--- src/assert_macros.svh ---
// Assertion macros shared by the paper tape reader RTL.
// Included by the modules that carry concurrent assertions.
`ifndef ASSERT_MACROS_SVH
`define ASSERT_MACROS_SVH

// Same-cycle implication, disabled while reset is asserted
`define ASSERT_IMPL(label, clk, rst_n, ante, cons, msg) \
	label: assert property (@(posedge clk) disable iff (!rst_n) (ante) |-> (cons)) \
		else $error(msg);

// Next-cycle implication, disabled while reset is asserted
`define ASSERT_NEXT(label, clk, rst_n, ante, cons, msg) \
	label: assert property (@(posedge clk) disable iff (!rst_n) (ante) |=> (cons)) \
		else $error(msg);

`endif

--- src/ptr_pkg.sv ---
// Package for the paper tape reader interface: operation codes, bit
// positions and the transaction structs. No dependencies.
`timescale 1ns / 1ps
`default_nettype none

package ptr_pkg;

	localparam int WORD_W  = 36;
	localparam int FRAME_W = 8;
	localparam int OP_W    = 3;
	localparam int LEVEL_W = 3;
	localparam int STROBE_W = 6;

	// Operation codes
	localparam logic [OP_W-1:0] OP_BUS_RESET = 3'd0;
	localparam logic [OP_W-1:0] OP_STATUS    = 3'd1;
	localparam logic [OP_W-1:0] OP_CONO      = 3'd2;
	localparam logic [OP_W-1:0] OP_DATAI     = 3'd3;
	localparam logic [OP_W-1:0] OP_FRAME     = 3'd4;
	localparam logic [OP_W-1:0] OP_MOTOR     = 3'd5;

	// CONO bit positions (040 binary, 020 busy, 010 flag)
	localparam int CONO_BIN_BIT  = 5;
	localparam int CONO_BUSY_BIT = 4;
	localparam int CONO_FLAG_BIT = 3;

	// Frame bit 0200 marks a binary frame to be strobed
	localparam int FRAME_STROBE_BIT = 7;

	typedef struct packed {
		logic [OP_W-1:0]    operation;
		logic               device_selected;
		logic [WORD_W-1:0]  bus_data;
		logic [FRAME_W-1:0] frame;
		logic               motor_value;
	} ptr_item_t;

	typedef struct packed {
		logic [WORD_W-1:0]  read_data;
		logic [LEVEL_W-1:0] interrupt_level;
		logic               frame_taken;
		logic               word_done;
	} ptr_result_t;

endpackage

`default_nettype wire

--- src/ptr_in_if.sv ---
// Input channel of the paper tape reader: valid/ready plus item fields.
// Depends on ptr_pkg for the field widths.
`timescale 1ns / 1ps
`default_nettype none

interface ptr_in_if
	import ptr_pkg::*;
();
	logic               valid;
	logic               ready;
	logic [OP_W-1:0]    operation;
	logic               device_selected;
	logic [WORD_W-1:0]  bus_data;
	logic [FRAME_W-1:0] frame;
	logic               motor_value;

	modport source (output valid, operation, device_selected, bus_data, frame, motor_value,
		input ready);
	modport sink (input valid, operation, device_selected, bus_data, frame, motor_value,
		output ready);
endinterface

`default_nettype wire

--- src/ptr_out_if.sv ---
// Result channel of the paper tape reader: valid/ready plus result fields.
// Depends on ptr_pkg for the field widths.
`timescale 1ns / 1ps
`default_nettype none

interface ptr_out_if
	import ptr_pkg::*;
();
	logic               valid;
	logic               ready;
	logic [WORD_W-1:0]  read_data;
	logic [LEVEL_W-1:0] interrupt_level;
	logic               frame_taken;
	logic               word_done;

	modport source (output valid, read_data, interrupt_level, frame_taken, word_done,
		input ready);
	modport sink (input valid, read_data, interrupt_level, frame_taken, word_done,
		output ready);
endinterface

`default_nettype wire

--- src/ptr_in_reg.sv ---
// Input stage register: captures one item transaction per cycle while the stage is free to accept.
// Depends on ptr_pkg and ptr_in_if.
`timescale 1ns / 1ps
`default_nettype none

module ptr_in_reg
	import ptr_pkg::*;
(
	input  wire logic  clk,
	input  wire logic  arst_n,
	ptr_in_if.sink     cmd,
	input  wire logic  advance,
	output ptr_item_t  item_s1,
	output logic       valid_s1
);

	// Stage accepts when empty or when its item moves on this cycle
	assign cmd.ready = !valid_s1 || advance;

	always_ff @(posedge clk or negedge arst_n) begin
		if (!arst_n) begin
			valid_s1 <= 1'b0;
		end else if (cmd.ready) begin
			valid_s1 <= cmd.valid;
		end
	end

	// Payload, no reset needed
	always_ff @(posedge clk) begin
		if (cmd.ready && cmd.valid) begin
			item_s1.operation       <= cmd.operation;
			item_s1.device_selected <= cmd.device_selected;
			item_s1.bus_data        <= cmd.bus_data;
			item_s1.frame           <= cmd.frame;
			item_s1.motor_value     <= cmd.motor_value;
		end
	end

endmodule

`default_nettype wire

--- src/ptr_core.sv ---
// Controller state and its next-state logic; forms the result of the
// item in the input stage. Depends on ptr_pkg and assert_macros.svh.
`timescale 1ns / 1ps
`default_nettype none

`include "assert_macros.svh"

module ptr_core
	import ptr_pkg::*;
(
	input  wire logic       clk,
	input  wire logic       arst_n,
	input  wire ptr_item_t  item_s1,
	input  wire logic       advance,
	output ptr_result_t     result
);

	logic [WORD_W-1:0]   word_q;
	logic [STROBE_W-1:0] strobe_q;
	logic                prog_q;
	logic                bin_q;
	logic                busy_q;
	logic                flag_q;
	logic [LEVEL_W-1:0]  level_q;
	logic                motor_q;

	logic [WORD_W-1:0]   word_d;
	logic [STROBE_W-1:0] strobe_d;
	logic                prog_d;
	logic                bin_d;
	logic                busy_d;
	logic                flag_d;
	logic [LEVEL_W-1:0]  level_d;
	logic                motor_d;

	logic [WORD_W-1:0]   rd;
	logic                taken;
	logic                done;

	// Frame assembly terms
	logic [WORD_W-1:0]   word_base;
	logic [STROBE_W-1:0] strobe_base;
	logic                strobe_en;
	logic [STROBE_W-1:0] strobe_shift;
	logic [WORD_W-1:0]   word_shift;
	logic [STROBE_W-1:0] strobe_new;
	logic [WORD_W-1:0]   word_new;
	logic                sel;

	assign sel = item_s1.device_selected;

	always_comb begin
		word_base    = prog_q ? word_q : '0;
		strobe_base  = prog_q ? strobe_q : '0;
		strobe_en    = !bin_q || item_s1.frame[FRAME_STROBE_BIT];
		strobe_shift = {strobe_base[STROBE_W-2:0], 1'b1};
		// alpha mode keeps the top two frame bits above the six data bits
		word_shift   = {word_base[WORD_W-7:0], item_s1.frame[5:0]}
			| (bin_q ? '0 : {{(WORD_W-FRAME_W){1'b0}}, item_s1.frame[7:6], 6'b0});
		strobe_new   = strobe_en ? strobe_shift : strobe_base;
		word_new     = strobe_en ? word_shift : word_base;
	end

	// Next-state and result per operation
	always_comb begin
		word_d   = word_q;
		strobe_d = strobe_q;
		prog_d   = prog_q;
		bin_d    = bin_q;
		busy_d   = busy_q;
		flag_d   = flag_q;
		level_d  = level_q;
		motor_d  = motor_q;
		rd       = '0;
		taken    = 1'b0;
		done     = 1'b0;
		case (item_s1.operation)
			OP_BUS_RESET: begin
				level_d = '0;
				busy_d  = 1'b0;
				flag_d  = 1'b0;
				bin_d   = 1'b0;
				prog_d  = 1'b0;
			end
			OP_STATUS: begin
				if (sel) begin
					rd = {{(WORD_W-9){1'b0}}, motor_q, 2'b00, bin_q, busy_q, flag_q, level_q};
				end
			end
			OP_CONO: begin
				// clear then set
				if (sel) begin
					prog_d  = 1'b0;
					bin_d   = item_s1.bus_data[CONO_BIN_BIT];
					busy_d  = item_s1.bus_data[CONO_BUSY_BIT];
					flag_d  = item_s1.bus_data[CONO_FLAG_BIT];
					level_d = item_s1.bus_data[LEVEL_W-1:0];
				end
			end
			OP_DATAI: begin
				if (sel) begin
					rd     = word_q;
					flag_d = 1'b0;
					busy_d = 1'b1;
				end
			end
			OP_FRAME: begin
				if (busy_q && motor_q) begin
					taken    = 1'b1;
					word_d   = word_new;
					strobe_d = strobe_new;
					prog_d   = 1'b1;
					if (!bin_q || strobe_new[STROBE_W-1]) begin
						busy_d = 1'b0;
						flag_d = 1'b1;
						prog_d = 1'b0;
						done   = 1'b1;
					end
				end
			end
			OP_MOTOR: begin
				if (motor_q != item_s1.motor_value) begin
					motor_d = item_s1.motor_value;
					if (item_s1.motor_value) begin
						busy_d = 1'b0;
					end
					flag_d = 1'b1;
					prog_d = 1'b0;
				end
			end
			default: begin
			end
		endcase
	end

	always_comb begin
		result.read_data       = rd;
		result.interrupt_level = flag_d ? level_d : '0;
		result.frame_taken     = taken;
		result.word_done       = done;
	end

	// State commits when the item moves to the result register
	always_ff @(posedge clk or negedge arst_n) begin
		if (!arst_n) begin
			word_q   <= '0;
			strobe_q <= '0;
			prog_q   <= 1'b0;
			bin_q    <= 1'b0;
			busy_q   <= 1'b0;
			flag_q   <= 1'b0;
			level_q  <= '0;
			motor_q  <= 1'b0;
		end else if (advance) begin
			word_q   <= word_d;
			strobe_q <= strobe_d;
			prog_q   <= prog_d;
			bin_q    <= bin_d;
			busy_q   <= busy_d;
			flag_q   <= flag_d;
			level_q  <= level_d;
			motor_q  <= motor_d;
		end
	end

	// A finished word always consumed a frame
	`ASSERT_IMPL(a_done_taken, clk, arst_n, result.word_done, result.frame_taken, "word_done without frame_taken")
	// Finishing a word leaves the reader not busy with flag raised
	`ASSERT_NEXT(a_done_flag, clk, arst_n, advance && result.word_done, !busy_q && flag_q && !prog_q, "word completion state wrong")
	// A selected DATAI re-arms the reader
	`ASSERT_NEXT(a_datai_busy, clk, arst_n, advance && sel && (item_s1.operation == OP_DATAI), busy_q && !flag_q, "DATAI did not set busy and clear flag")

endmodule

`default_nettype wire

--- src/ptr_out_reg.sv ---
// Result register: holds one result transaction until the sink takes it.
// Depends on ptr_pkg and ptr_out_if.
`timescale 1ns / 1ps
`default_nettype none

module ptr_out_reg
	import ptr_pkg::*;
(
	input  wire logic        clk,
	input  wire logic        arst_n,
	input  wire ptr_result_t result,
	input  wire logic        valid_s1,
	output logic             advance,
	ptr_out_if.source        rsp
);

	ptr_result_t res_s2;
	logic        valid_s2;
	logic        can_load;

	// Register is free when empty or being drained
	assign can_load = !valid_s2 || rsp.ready;
	assign advance  = valid_s1 && can_load;

	always_ff @(posedge clk or negedge arst_n) begin
		if (!arst_n) begin
			valid_s2 <= 1'b0;
		end else if (can_load) begin
			valid_s2 <= valid_s1;
		end
	end

	always_ff @(posedge clk) begin
		if (advance) begin
			res_s2 <= result;
		end
	end

	assign rsp.valid           = valid_s2;
	assign rsp.read_data       = res_s2.read_data;
	assign rsp.interrupt_level = res_s2.interrupt_level;
	assign rsp.frame_taken     = res_s2.frame_taken;
	assign rsp.word_done       = res_s2.word_done;

endmodule

`default_nettype wire

--- src/paper_tape_reader_interface.sv ---
// Paper tape reader controller. An accepted item goes through the input
// register, then the result register; an output stall holds its result.
// Throughput: one item per cycle while rsp is not stalled; the state registers update in one pass.
// Reset: arst_n clears all controller state and both stage valids at once.
// Depends on ptr_pkg, ptr_in_if, ptr_out_if, ptr_in_reg, ptr_core, ptr_out_reg.
`timescale 1ns / 1ps
`default_nettype none

module paper_tape_reader_interface
	import ptr_pkg::*;
(
	input  wire logic clk,
	input  wire logic arst_n,
	ptr_in_if.sink    cmd,
	ptr_out_if.source rsp
);

	ptr_item_t   item_s1;
	ptr_result_t result;
	logic        valid_s1;
	logic        advance;

	ptr_in_reg u_in (
		.clk      (clk),
		.arst_n   (arst_n),
		.cmd      (cmd),
		.advance  (advance),
		.item_s1  (item_s1),
		.valid_s1 (valid_s1)
	);

	ptr_core u_core (
		.clk     (clk),
		.arst_n  (arst_n),
		.item_s1 (item_s1),
		.advance (advance),
		.result  (result)
	);

	ptr_out_reg u_out (
		.clk      (clk),
		.arst_n   (arst_n),
		.result   (result),
		.valid_s1 (valid_s1),
		.advance  (advance),
		.rsp      (rsp)
	);

endmodule

`default_nettype wire
--- src/flat_wrapper.sv ---
// flat-port wrapper written by rule: the top's interface ports become plain ports
module paper_tape_reader_interface_flat import ptr_pkg::*;
  (clk, arst_n, cmd_valid, cmd_operation, cmd_device_selected, cmd_bus_data, cmd_frame, cmd_motor_value, cmd_ready, rsp_valid, rsp_read_data, rsp_interrupt_level, rsp_frame_taken, rsp_word_done, rsp_ready);
  ptr_in_if cmd_i ();
  ptr_out_if rsp_i ();
  input  wire logic clk;
  input  wire logic arst_n;
  input wire logic [$bits(cmd_i.valid)-1:0] cmd_valid;
  input wire logic [$bits(cmd_i.operation)-1:0] cmd_operation;
  input wire logic [$bits(cmd_i.device_selected)-1:0] cmd_device_selected;
  input wire logic [$bits(cmd_i.bus_data)-1:0] cmd_bus_data;
  input wire logic [$bits(cmd_i.frame)-1:0] cmd_frame;
  input wire logic [$bits(cmd_i.motor_value)-1:0] cmd_motor_value;
  output wire logic [$bits(cmd_i.ready)-1:0] cmd_ready;
  output wire logic [$bits(rsp_i.valid)-1:0] rsp_valid;
  output wire logic [$bits(rsp_i.read_data)-1:0] rsp_read_data;
  output wire logic [$bits(rsp_i.interrupt_level)-1:0] rsp_interrupt_level;
  output wire logic [$bits(rsp_i.frame_taken)-1:0] rsp_frame_taken;
  output wire logic [$bits(rsp_i.word_done)-1:0] rsp_word_done;
  input wire logic [$bits(rsp_i.ready)-1:0] rsp_ready;
  assign cmd_i.valid = cmd_valid;
  assign cmd_i.operation = cmd_operation;
  assign cmd_i.device_selected = cmd_device_selected;
  assign cmd_i.bus_data = cmd_bus_data;
  assign cmd_i.frame = cmd_frame;
  assign cmd_i.motor_value = cmd_motor_value;
  assign cmd_ready = cmd_i.ready;
  assign rsp_valid = rsp_i.valid;
  assign rsp_read_data = rsp_i.read_data;
  assign rsp_interrupt_level = rsp_i.interrupt_level;
  assign rsp_frame_taken = rsp_i.frame_taken;
  assign rsp_word_done = rsp_i.word_done;
  assign rsp_i.ready = rsp_ready;
  paper_tape_reader_interface u_core (.clk(clk), .arst_n(arst_n), .cmd(cmd_i), .rsp(rsp_i));
endmodule
--- config.mk ---
export PLATFORM = sky130hd
export DESIGN_NAME = paper_tape_reader_interface_flat
export DESIGN_NICKNAME = d
export VERILOG_FILES = /design/src/ptr_pkg.sv /design/src/ptr_in_if.sv /design/src/ptr_out_if.sv /design/src/ptr_in_reg.sv /design/src/ptr_core.sv /design/src/ptr_out_reg.sv /design/src/paper_tape_reader_interface.sv /design/src/flat_wrapper.sv
export VERILOG_INCLUDE_DIRS = /design/src /design/src/src
export SDC_FILE = /design/constraint.sdc
export NUM_CORES = 1
export LEC_CHECK = 0
export ABC_AREA = 1
export ABC_CLOCK_PERIOD_IN_PS = 2480
export BUFFER_PORTS_ARGS = -buffer_cell sky130_fd_sc_hd__buf_2
export CAP_MARGIN = 25
export CORE_UTILIZATION = 55
export DETAILED_ROUTE_END_ITERATION = 8
export GPL_ROUTABILITY_DRIVEN = 0
export PLACE_DENSITY = 0.85
export SLEW_MARGIN = 20
export SYNTH_ARGS = -nofsm -noshare
export SYNTH_HDL_FRONTEND = slang
export SYNTH_SLANG_ARGS = --single-unit
--- constraint.sdc ---
create_clock -name clk -period 2.48 [get_ports clk]
set_input_delay 0.496 -clock clk [delete_from_list [all_inputs] [get_ports clk]]
set_output_delay 0.496 -clock clk [all_outputs]
set_load 0.05 [all_outputs]
* Yosys cells after proc, flatten, opt, wreduce, memory -nomap -nowiden
Cells that the tools add are included.
Word-level totals: bits in latches 0, bits of input ports 53, bits in writable memories 0, memory bits (read-only) 0, register bits after elaboration 112, memories kept 0, word-level logic and storage cells 87
Operators by class: eq/ne operators 13, magnitude comparators 0, bitwise operators 1, add/sub/neg operators 0, shift-type cells 0, reductions and logical operators 21, multiplexer cells 32, div/mod/pow operators 0, $mul 0
Operators by type and width (number):
- $mux 36 | 3
- $pmux 36 s2 | 1
- $or 36x8->36 | 1
- $mux 1 | 18
- $mux 6 | 2
- $pmux 1 s5 | 2
- $mux 9 | 1
- $reduce_and 3->1 | 3
- $mux 8 | 1
- $ne 2x1->1 const B | 4
- $reduce_and 8->1 | 1
- $eq 3x2->1 const B | 2
- $eq 3x3->1 const B | 2
- $ne 2x2->1 const B | 3
- $pmux 3 s2 | 1
- $reduce_and 5->1 | 1
- $reduce_bool 5->1 | 1
- $logic_or 1x1->1 | 4
- $pmux 1 s4 | 1
- $reduce_and 4->1 | 1
- $reduce_bool 4->1 | 1
- $eq 3x1->1 const B | 1
- $logic_and 1x1->1 | 3
- $logic_not 1->1 | 3
- 6 further kinds | 6

* Longest topological paths before layout
Gate-level depths: netlist of run 1.
depth after elaboration 7, depth in mapped cells 10, depth with buffers taken out 9

* Hierarchy
Synthesis of run 1 repeated with hierarchy kept, for this count alone.
Unflattened totals: cell total of the unflattened synthesis 533, area total of the unflattened synthesis 5825.6 µm²
Modules (own cells, without submodules):
- ptr_core | cells each 431, sequential area each 1251.2 µm², area an instance 3029.2 µm², instances 1
- ptr_in_reg | cells each 55, sequential area each 1496.4 µm², area an instance 1516.5 µm², instances 1
- ptr_out_reg | cells each 47, sequential area each 1256.2 µm², area an instance 1280.0 µm², instances 1

* Worst setup path before layout of run 1
No wires, ideal clock.
kind flip-flop to flip-flop, start reg u_core.u_out.valid_s2, in the netlist u_core.u_out.rsp.valid, end reg u_core.u_core.word_q[29], data arrival time 2436 ps, required time 2399 ps, setup slack -38 ps, library setup time 81 ps, stages on the path, launching flop included 10, cell sequence dfrtp_1 -> nand2_1 -> nand2_2 -> inv_1 -> nand2_2 -> inv_2 -> buf_6 -> buf_6 -> nor2_1 -> a31oi_2
On the way: word-level cells in the longest chain between the ends 4
Ends and longest elaborated chain:
- start, declared | RTL line ptr_out_reg.sv:18 | logic valid_s2;
- start signal, assigned | RTL line ptr_out_reg.sv:29 | valid_s2 <= valid_s1;
- $logic_not 1->1 | RTL line ptr_out_reg.sv:22 | assign can_load = !valid_s2 || rsp.ready;
- $logic_or 1x1->1 | RTL line ptr_out_reg.sv:22
- $logic_and 1x1->1 | RTL line ptr_out_reg.sv:23 | assign advance = valid_s1 && can_load;
- $reduce_and 3->1 (no source line)
- end signal, assigned | RTL line ptr_core.sv:155 | word_q <= word_d;
- end, declared | RTL line ptr_core.sv:18 | logic [WORD_W-1:0] word_q;
Every way passes these cells. A chain may end at the register's enable or synchronous reset.

* Worst setup path after layout of run 1
start reg u_core.u_core.bin_q, end reg u_core.u_core.word_q[22]
On the way: word-level cells in the longest chain between the ends 3
Ends and longest elaborated chain:
- start, declared | RTL line ptr_core.sv:21 | logic bin_q;
- start signal, assigned | RTL line ptr_core.sv:158 | bin_q <= bin_d;
- $logic_not 1->1 | RTL line ptr_core.sv:55 | strobe_en = !bin_q || item_s1.frame[FRAME_STROBE_BIT];
- $logic_or 1x1->1 | RTL line ptr_core.sv:55
- $mux 36 | RTL line ptr_core.sv:61 | word_new = strobe_en ? word_shift : word_base;
Every way passes these cells.

==> impl_metrics.csv, run 1 <==
group,metric,value,unit
outcome,status,"finished clean",
final_layout,area_delta_synth_final,12.5,%
power_and_ir_drop,power_switching,0.00169,W
detailed_routing,wl,9620,microns
clock_tree,cts_tree,"built",
power_and_ir_drop,p_leak,2.46,nW
sta,finClkSkew,0.0102,ns
final_layout,nets,611,
critical_path,reg2reg_to,"u_core.u_core.word_q[22]",
clock_tree,cts_resized,0,
global_route,grt_pass1_vias,3364,
clock_tree,clock_latency,0.38,ns
sta,layout_setup_ws,0.610,ns
critical_path,regToRegStartpoint,"u_core.u_core.bin_q",
global_route,grt_pass1_wl,15500,microns
global_route,globalRouteTotalUtil,22.7,%
clock_tree,cts_sinks,112,
die,rows,33,
power_and_ir_drop,vdd_drop_max,472,uV
global_route,grt_max_degree,75,
clock_tree,root_buffer,"clkbuf_8",
power_and_ir_drop,clkPwrFrac,22.4,%
detailed_routing,post_drt_wl_per_cell,14.4,microns
clock_tree,clockBufferDepth,2,
power_and_ir_drop,seqPwrFrac,53.7,%
detailed_routing,antenna_left,0,
sta,slew_headroom,54.9,%
yosys,synth-seq-cells,112,
critical_path,crit_type,"register to register",
job,maxCapViolCount,0,
yosys,netlist_instances,499,
final_layout,drive_gt1_share,17.8,%
sta,timing.final.crit_share,75.4,%
sta,drv_slew,0,
power_and_ir_drop,power_density,889,nW/um^2
sta,hold_viol,0,
die,die_w,96.1,microns
detailed_routing,firstDrtPassIters,5,
die,initial_utilization,58.1,%
power_and_ir_drop,p_comb_share,23.9,%
detailed_routing,drc_errors,0,
die,die_area,9240,sq um
critical_path,rr_worst_depth,6,
critical_path,cp.arrival,2.13,ns
detailed_routing,initialDrtViolationCount,321,
sta,setup_tns,0,ns
final_layout,final_common_cell,"nand2_1",
detailed_routing,vias,3683,
clock_tree,numCtsBuffers,9,
sta,worst_slew_pin_slew,0.676,ns
detailed_routing,vias_per_cell,5.51,
worst_hold_path,hold_path_class,"input pin to async pin",
critical_path,r2r_slack,0.61,ns
power_and_ir_drop,cellInternalPower,0.00318,W
yosys,synthDistinctLibCells,26,
sta,rsz0062_at_grt,"no",
yosys,synth_area,4870,sq um
final_layout,layout_common_cells,"nand2_1 (96), o21ai_0 (67), buf_2 (65), inv_1 (60), edfxtp_1 (60)",
clock_tree,path_clk_slew,0.10,ns
die,placeableCoreArea,8380,sq um
critical_path,end_kind,"register",
critical_path,cp_max_fo,21,
die,die_h,96.1,microns
yosys,yosys_warnings,0,
global_route,antenna_found_initial,0,
final_layout,fill_cells,655,
power_and_ir_drop,sw_frac_of_total,34.6,%
global_route,grt-ovfl-total,0,
clock_tree,cts_hold_buffers,0,
yosys,seq_area_frac_synth,63.7,%
sta,fin_crit,1.87,ns
final_layout,diodes,0,
placement,place_ws,0.413,ns
sta,fmax,0.535,GHz
critical_path,cp.required,2.74,ns
placement,port_buffers,65,
die,boundaryPins,96,
placement,dp_hpwl,6380,microns
clock_tree,h-tree-depth,3,
sta,setup_viol,0,
yosys,syn-num-nets,552,
yosys,syn_area_per_cell,9.76,sq um
critical_path,startpoint_type,"register",
clock_tree,postCtsSetupBuffers,0,
-- power by group through the flow --
stage | Sequential (W) | Combinational [W] | Clock [W]
floorplan | 0.00291 | 0.000564 | 0
global placement | 0.00262 | 0.00111 | 0
detailed placement | 0.00265 | 0.00115 | 0
CTS | 0.00261 | 0.00117 | 0.00111
global route | 0.00266 | 0.00128 | 0.00118
finish | 0.00262 | 0.00116 | 0.00109
-- registers in the layout, indices dropped and copies added, names as in the netlist, 3 cells and up --
signal	count
u_core.u_in.item_s1	19
u_core.u_out.rsp.interrupt_level	3
u_core.u_core.word_q	36
u_core.u_core.strobe_q	6
u_core.u_out.rsp.read_data	36
u_core.u_core.level_q	3
-- critical path, cell delays in order, from the launching register on --
cell     delay (ns)
dfrtp_1        0.47
nand2_1        0.15
inv_1          0.50
buf_4          0.33
nor2_1         0.05
o21ai_0        0.16
o21ai_1        0.09
-- cell usage after synthesis --
| master | number | area, sq um |
|---|---|---|
| o21ai_1 | 1 | 5.00 |
| nor3_4 | 1 | 16.3 |
| nor2_1 | 54 | 203 |
| inv_2 | 2 | 7.51 |
| buf_1 | 2 | 7.51 |
| a31oi_2 | 1 | 12.5 |
| a31oi_1 | 4 | 25.0 |
| buf_2 | 6 | 30.0 |
| a21oi_1 | 3 | 15.0 |
| nand2_2 | 3 | 18.8 |
| nand2_1 | 96 | 360 |
| buf_6 | 3 | 33.8 |
| o21ai_0 | 67 | 335 |
| nand3_1 | 40 | 200 |
| buf_4 | 5 | 37.5 |
| o22ai_1 | 4 | 25.0 |
| o211ai_1 | 6 | 45.0 |
| a21oi_2 | 1 | 8.76 |
| clkinv_1 | 1 | 3.75 |
| clkbuf_1 | 11 | 41.3 |
| o32ai_1 | 6 | 52.6 |
| edfxtp_1 | 60 | 1800 |
| inv_1 | 61 | 229 |
| dfrtp_1 | 52 | 1300 |
| nand4_1 | 8 | 50.1 |
| nor2_2 | 1 | 6.26 |
-- worst max path at each step --
stage,start,end,slack (ns),cells past startpoint
after CTS,u_core.u_in.item_s1[8],u_core.u_core.word_q[22],0.63,7
after floorplan,u_core.u_out.rsp.valid,u_core.u_core.word_q[0],0.06,9
after detailed placement,rsp_ready,u_core.u_core.word_q[1],0.41,10
final,u_core.u_core.bin_q,u_core.u_core.word_q[22],0.61,6
after global placement,rsp_ready,u_core.u_core.word_q[0],0.48,10
after global routing,u_core.u_core.bin_q,u_core.u_core.word_q[10],0.50,7
-- cells by family (layout without fill, tap and decap cells) --
kind of cell    after synthesis  in the layout  share of synthesized area, %
simple gates                203            203                          17.5
compound gates               93             93                          10.8
buf+inv                      91            155                          8.01
flops                       112            112                          63.7
-- layout make-up --
class / instances / area (sq um) / area share, %
Inverter: 64 / 244 / 4.45
Clock inverter: 5 / 56.3 / 1.03
Multi-Input combinational cell: 296 / 1380 / 25.2
Clock buffer: 11 / 141 / 2.58
Tap cell: 105 / 131 / 2.40
Timing Repair Buffer: 75 / 425 / 7.76
Sequential cell: 112 / 3100 / 56.6
-- stage by stage --
step	utilization, %	hold WS (ns)	instance area (sq um)	total power, W	instances
finish	65.4	0.148	5480	0.00487	668
floorplan	-	0.200	4880	0.00347	499
global route	65.4	0.176	5480	0.00513	668
CTS	65.4	0.151	5480	0.00488	668
detailed placement	63.0	0.480	5280	0.00380	652
global placement	63.0	0.476	5280	0.00374	652
-- metal layers --
layer,vias up,wire (microns),global-route usage (%)
li1,1775,-,-
met1,1754,4070,29.6
met2,134,4820,36.6
met3,20,532,5.85
met4,0,193,8.33
met5,-,0,0
No activity file was read; power rests on OpenSTA's default activity.
==> run 2: changes to the inputs <==
--- a/config.mk
+++ b/config.mk
@@ -7,13 +7,13 @@
 export NUM_CORES = 1
 export LEC_CHECK = 0
 export ABC_AREA = 1
-export ABC_CLOCK_PERIOD_IN_PS = 2480
+export ABC_CLOCK_PERIOD_IN_PS = 1600
 export BUFFER_PORTS_ARGS = -buffer_cell sky130_fd_sc_hd__buf_2
 export CAP_MARGIN = 25
-export CORE_UTILIZATION = 55
+export CORE_UTILIZATION = 50
 export DETAILED_ROUTE_END_ITERATION = 8
 export GPL_ROUTABILITY_DRIVEN = 0
-export PLACE_DENSITY = 0.85
+export PLACE_DENSITY = 0.81
 export SLEW_MARGIN = 20
 export SYNTH_ARGS = -nofsm -noshare
 export SYNTH_HDL_FRONTEND = slang
==> constraint.sdc (replaced) <==
create_clock -name clk -period 1.6 [get_ports clk]
set_input_delay 0.32 -clock clk [delete_from_list [all_inputs] [get_ports clk]]
set_output_delay 0.32 -clock clk [all_outputs]
set_load 0.05 [all_outputs]
==> impl_metrics.csv, run 2 (synthesis results as in run 1) <==
group,metric,value,unit
outcome,status,"complete, but fails checks",
outcome,violations,"negative setup slack",
critical_path,startpoint_type,"register",
sta,setup_tns,-0.00257,ns
die,placeableCoreArea,9330,sq um
power_and_ir_drop,vdd_drop_max,556,uV
global_route,antenna_found_initial,0,
placement,port_buffers,65,
critical_path,cp.arrival,1.87,ns
detailed_routing,vias,3890,
clock_tree,numCtsBuffers,9,
global_route,grt_max_degree,41,
placement,dp_hpwl,6510,microns
power_and_ir_drop,seqPwrFrac,53.9,%
clock_tree,clock_latency,0.37,ns
critical_path,path_cells,"buf_4, nand2_2, nor3_4, nand2_4, inv_6, buf_12, nor2_1, a31oi_1",
final_layout,layout_common_cells,"nand2_1 (90), buf_2 (65), edfxtp_1 (60), inv_1 (59), o21ai_0 (52)",
clock_tree,path_clk_slew,0.10,ns
sta,hold_viol,0,
sta,drv_slew,0,
critical_path,r2r_slack,-0.003,ns
final_layout,nets,636,
critical_path,slowest_delay,0.38,ns
final_layout,drive_gt1_share,23.8,%
detailed_routing,firstDrtPassIters,5,
worst_hold_path,hold_path_end,"u_core.u_in.item_s1[48]",
sta,rsz0062_at_grt,"yes",
detailed_routing,antenna_left,0,
power_and_ir_drop,cellInternalPower,0.00483,W
global_route,grt_pass1_wl,16000,microns
sta,fin_crit,1.60,ns
die,boundaryPins,96,
global_route,grt-ovfl-total,0,
die,rows,35,
power_and_ir_drop,clkPwrFrac,19.5,%
sta,fmax,0.624,GHz
die,die_h,101,microns
sta,worst_slew_pin_slew,0.491,ns
critical_path,cp_max_fo,20,
sta,finClkSkew,0.00837,ns
placement,place_area,5470,sq um
sta,slew_headroom,67.3,%
detailed_routing,initialDrtViolationCount,317,
critical_path,regToRegStartpoint,"u_core.u_in.item_s1[48]",
clock_tree,root_buffer,"clkbuf_8",
sta,layout_setup_ws,-0.00257,ns
worst_hold_path,hold_path_class,"input pin to register",
job,maxCapViolCount,0,
final_layout,fin_area,5850,sq um
die,initial_utilization,52.2,%
power_and_ir_drop,power_density,1290,nW/um^2
global_route,grt_pass1_vias,3561,
detailed_routing,vias_per_cell,5.43,
detailed_routing,wl,10400,microns
sta,setup_viol,1,
final_layout,diodes,0,
clock_tree,h-tree-depth,3,
worst_hold_path,hp-start,"cmd_operation[2]",
critical_path,crit_type,"register to register",
critical_path,slowest_stage,"edfxtp_1",
critical_path,crit_buf_inv,3,
placement,place_ws,0.0179,ns
power_and_ir_drop,power_switching,0.00270,W
die,die_area,10100,sq um
critical_path,reg2reg_to,"u_core.u_core.strobe_q[3]",
final_layout,area_delta_synth_final,20.0,%
critical_path,rr_worst_depth,8,
worst_hold_path,whs_path_depth,1,
critical_path,cp.required,1.87,ns
power_and_ir_drop,sw_frac_of_total,35.8,%
power_and_ir_drop,p_comb_share,26.6,%
die,die_w,101,microns
detailed_routing,drc_errors,0,
critical_path,end_kind,"register",
clock_tree,cts_tree,"built",
final_layout,final_common_cell,"nand2_1",
power_and_ir_drop,p_leak,2.61,nW
clock_tree,cts_sinks,112,
detailed_routing,post_drt_wl_per_cell,14.5,microns
clock_tree,clockBufferDepth,2,
critical_path,crit_family,"simple AND/OR/NAND/NOR gates",
global_route,globalRouteTotalUtil,20.5,%
power_and_ir_drop,fin_total_pwr,0.00753,W
sta,timing.final.crit_share,100,%
final_layout,fill_cells,696,
final_layout,fin_util,62.7,%
[run 2: changes by cell type in the layout (fill, tap and decap cells not counted), moves of 3 or more]
| cell | before | now |
|---|---|---|
| nand3_1 | 40 | 35 |
| buf_4 | 8 | 21 |
| nand3_2 | 0 | 5 |
| nand2_2 | 3 | 7 |
| nand2_1 | 96 | 90 |
| nor2_1 | 54 | 51 |
| o21ai_0 | 67 | 52 |
| buf_12 | 2 | 6 |
| o21ai_1 | 1 | 16 |
| buf_6 | 0 | 6 |
[run 2: what timing repair did]
item	CTS	global route
hold endpoints to repair	17	0
pin swaps	1	5
hold buffers	1	0
gates cloned	0	1
setup buffers	7	4
endpoints found under the setup margin	5	26
resized for setup	0	24
[run 2: cell type report]
class,count,area [sq um],share of cell area (%)
multi-input cells,296,1460,25.0
clock buffers,10,128,2.18
well taps,129,161,2.76
repair buffers,100,706,12.1
inverters,64,249,4.26
flip-flops and latches,112,3100,53.1
clock inverters,6,36.3,0.621
[run 2: stage by stage]
| stage | instances | hold slack [ns] |
|---|---|---|
| after CTS | 712 | 0.114 |
| after detailed placement | 688 | 0.307 |
| after global placement | 688 | 0.313 |
| after floorplan | 499 | 0.0244 |
| after global routing | 717 | 0.103 |
| final | 717 | 0.119 |
[run 2: power groups by stage]
stage | Combinational (W) | Sequential [W] | Clock, W
after floorplan | 0.000904 | 0.00451 | 0
after global placement | 0.00183 | 0.00408 | 0
after detailed placement | 0.00188 | 0.00411 | 0
after CTS | 0.00193 | 0.00405 | 0.00148
after global routing | 0.00218 | 0.00412 | 0.00161
final | 0.00200 | 0.00406 | 0.00147
[run 2: per-layer routing]
metal,up-vias,global-route usage [%],share of wire [%]
met5,-,0,0
met4,0,10.3,3.7
met3,36,3.95,7.1
met2,198,33.4,49
met1,1826,26.3,40
li1,1830,-,-
[run 2: worst max-delay path by stage]
stage                                  startpoint                             endpoint  depth (start not counted)
after floorplan            u_core.u_out.rsp.valid              u_core.u_core.word_q[6]                          9
after global placement    u_core.u_in.item_s1[48]  u_core.u_out.rsp.interrupt_level[0]                          9
after detailed placement  u_core.u_in.item_s1[48]  u_core.u_out.rsp.interrupt_level[1]                          9
after CTS                 u_core.u_in.item_s1[47]            u_core.u_core.strobe_q[3]                          8
after global routing      u_core.u_in.item_s1[48]  u_core.u_out.rsp.interrupt_level[2]                          9
final                     u_core.u_in.item_s1[48]            u_core.u_core.strobe_q[3]                          8
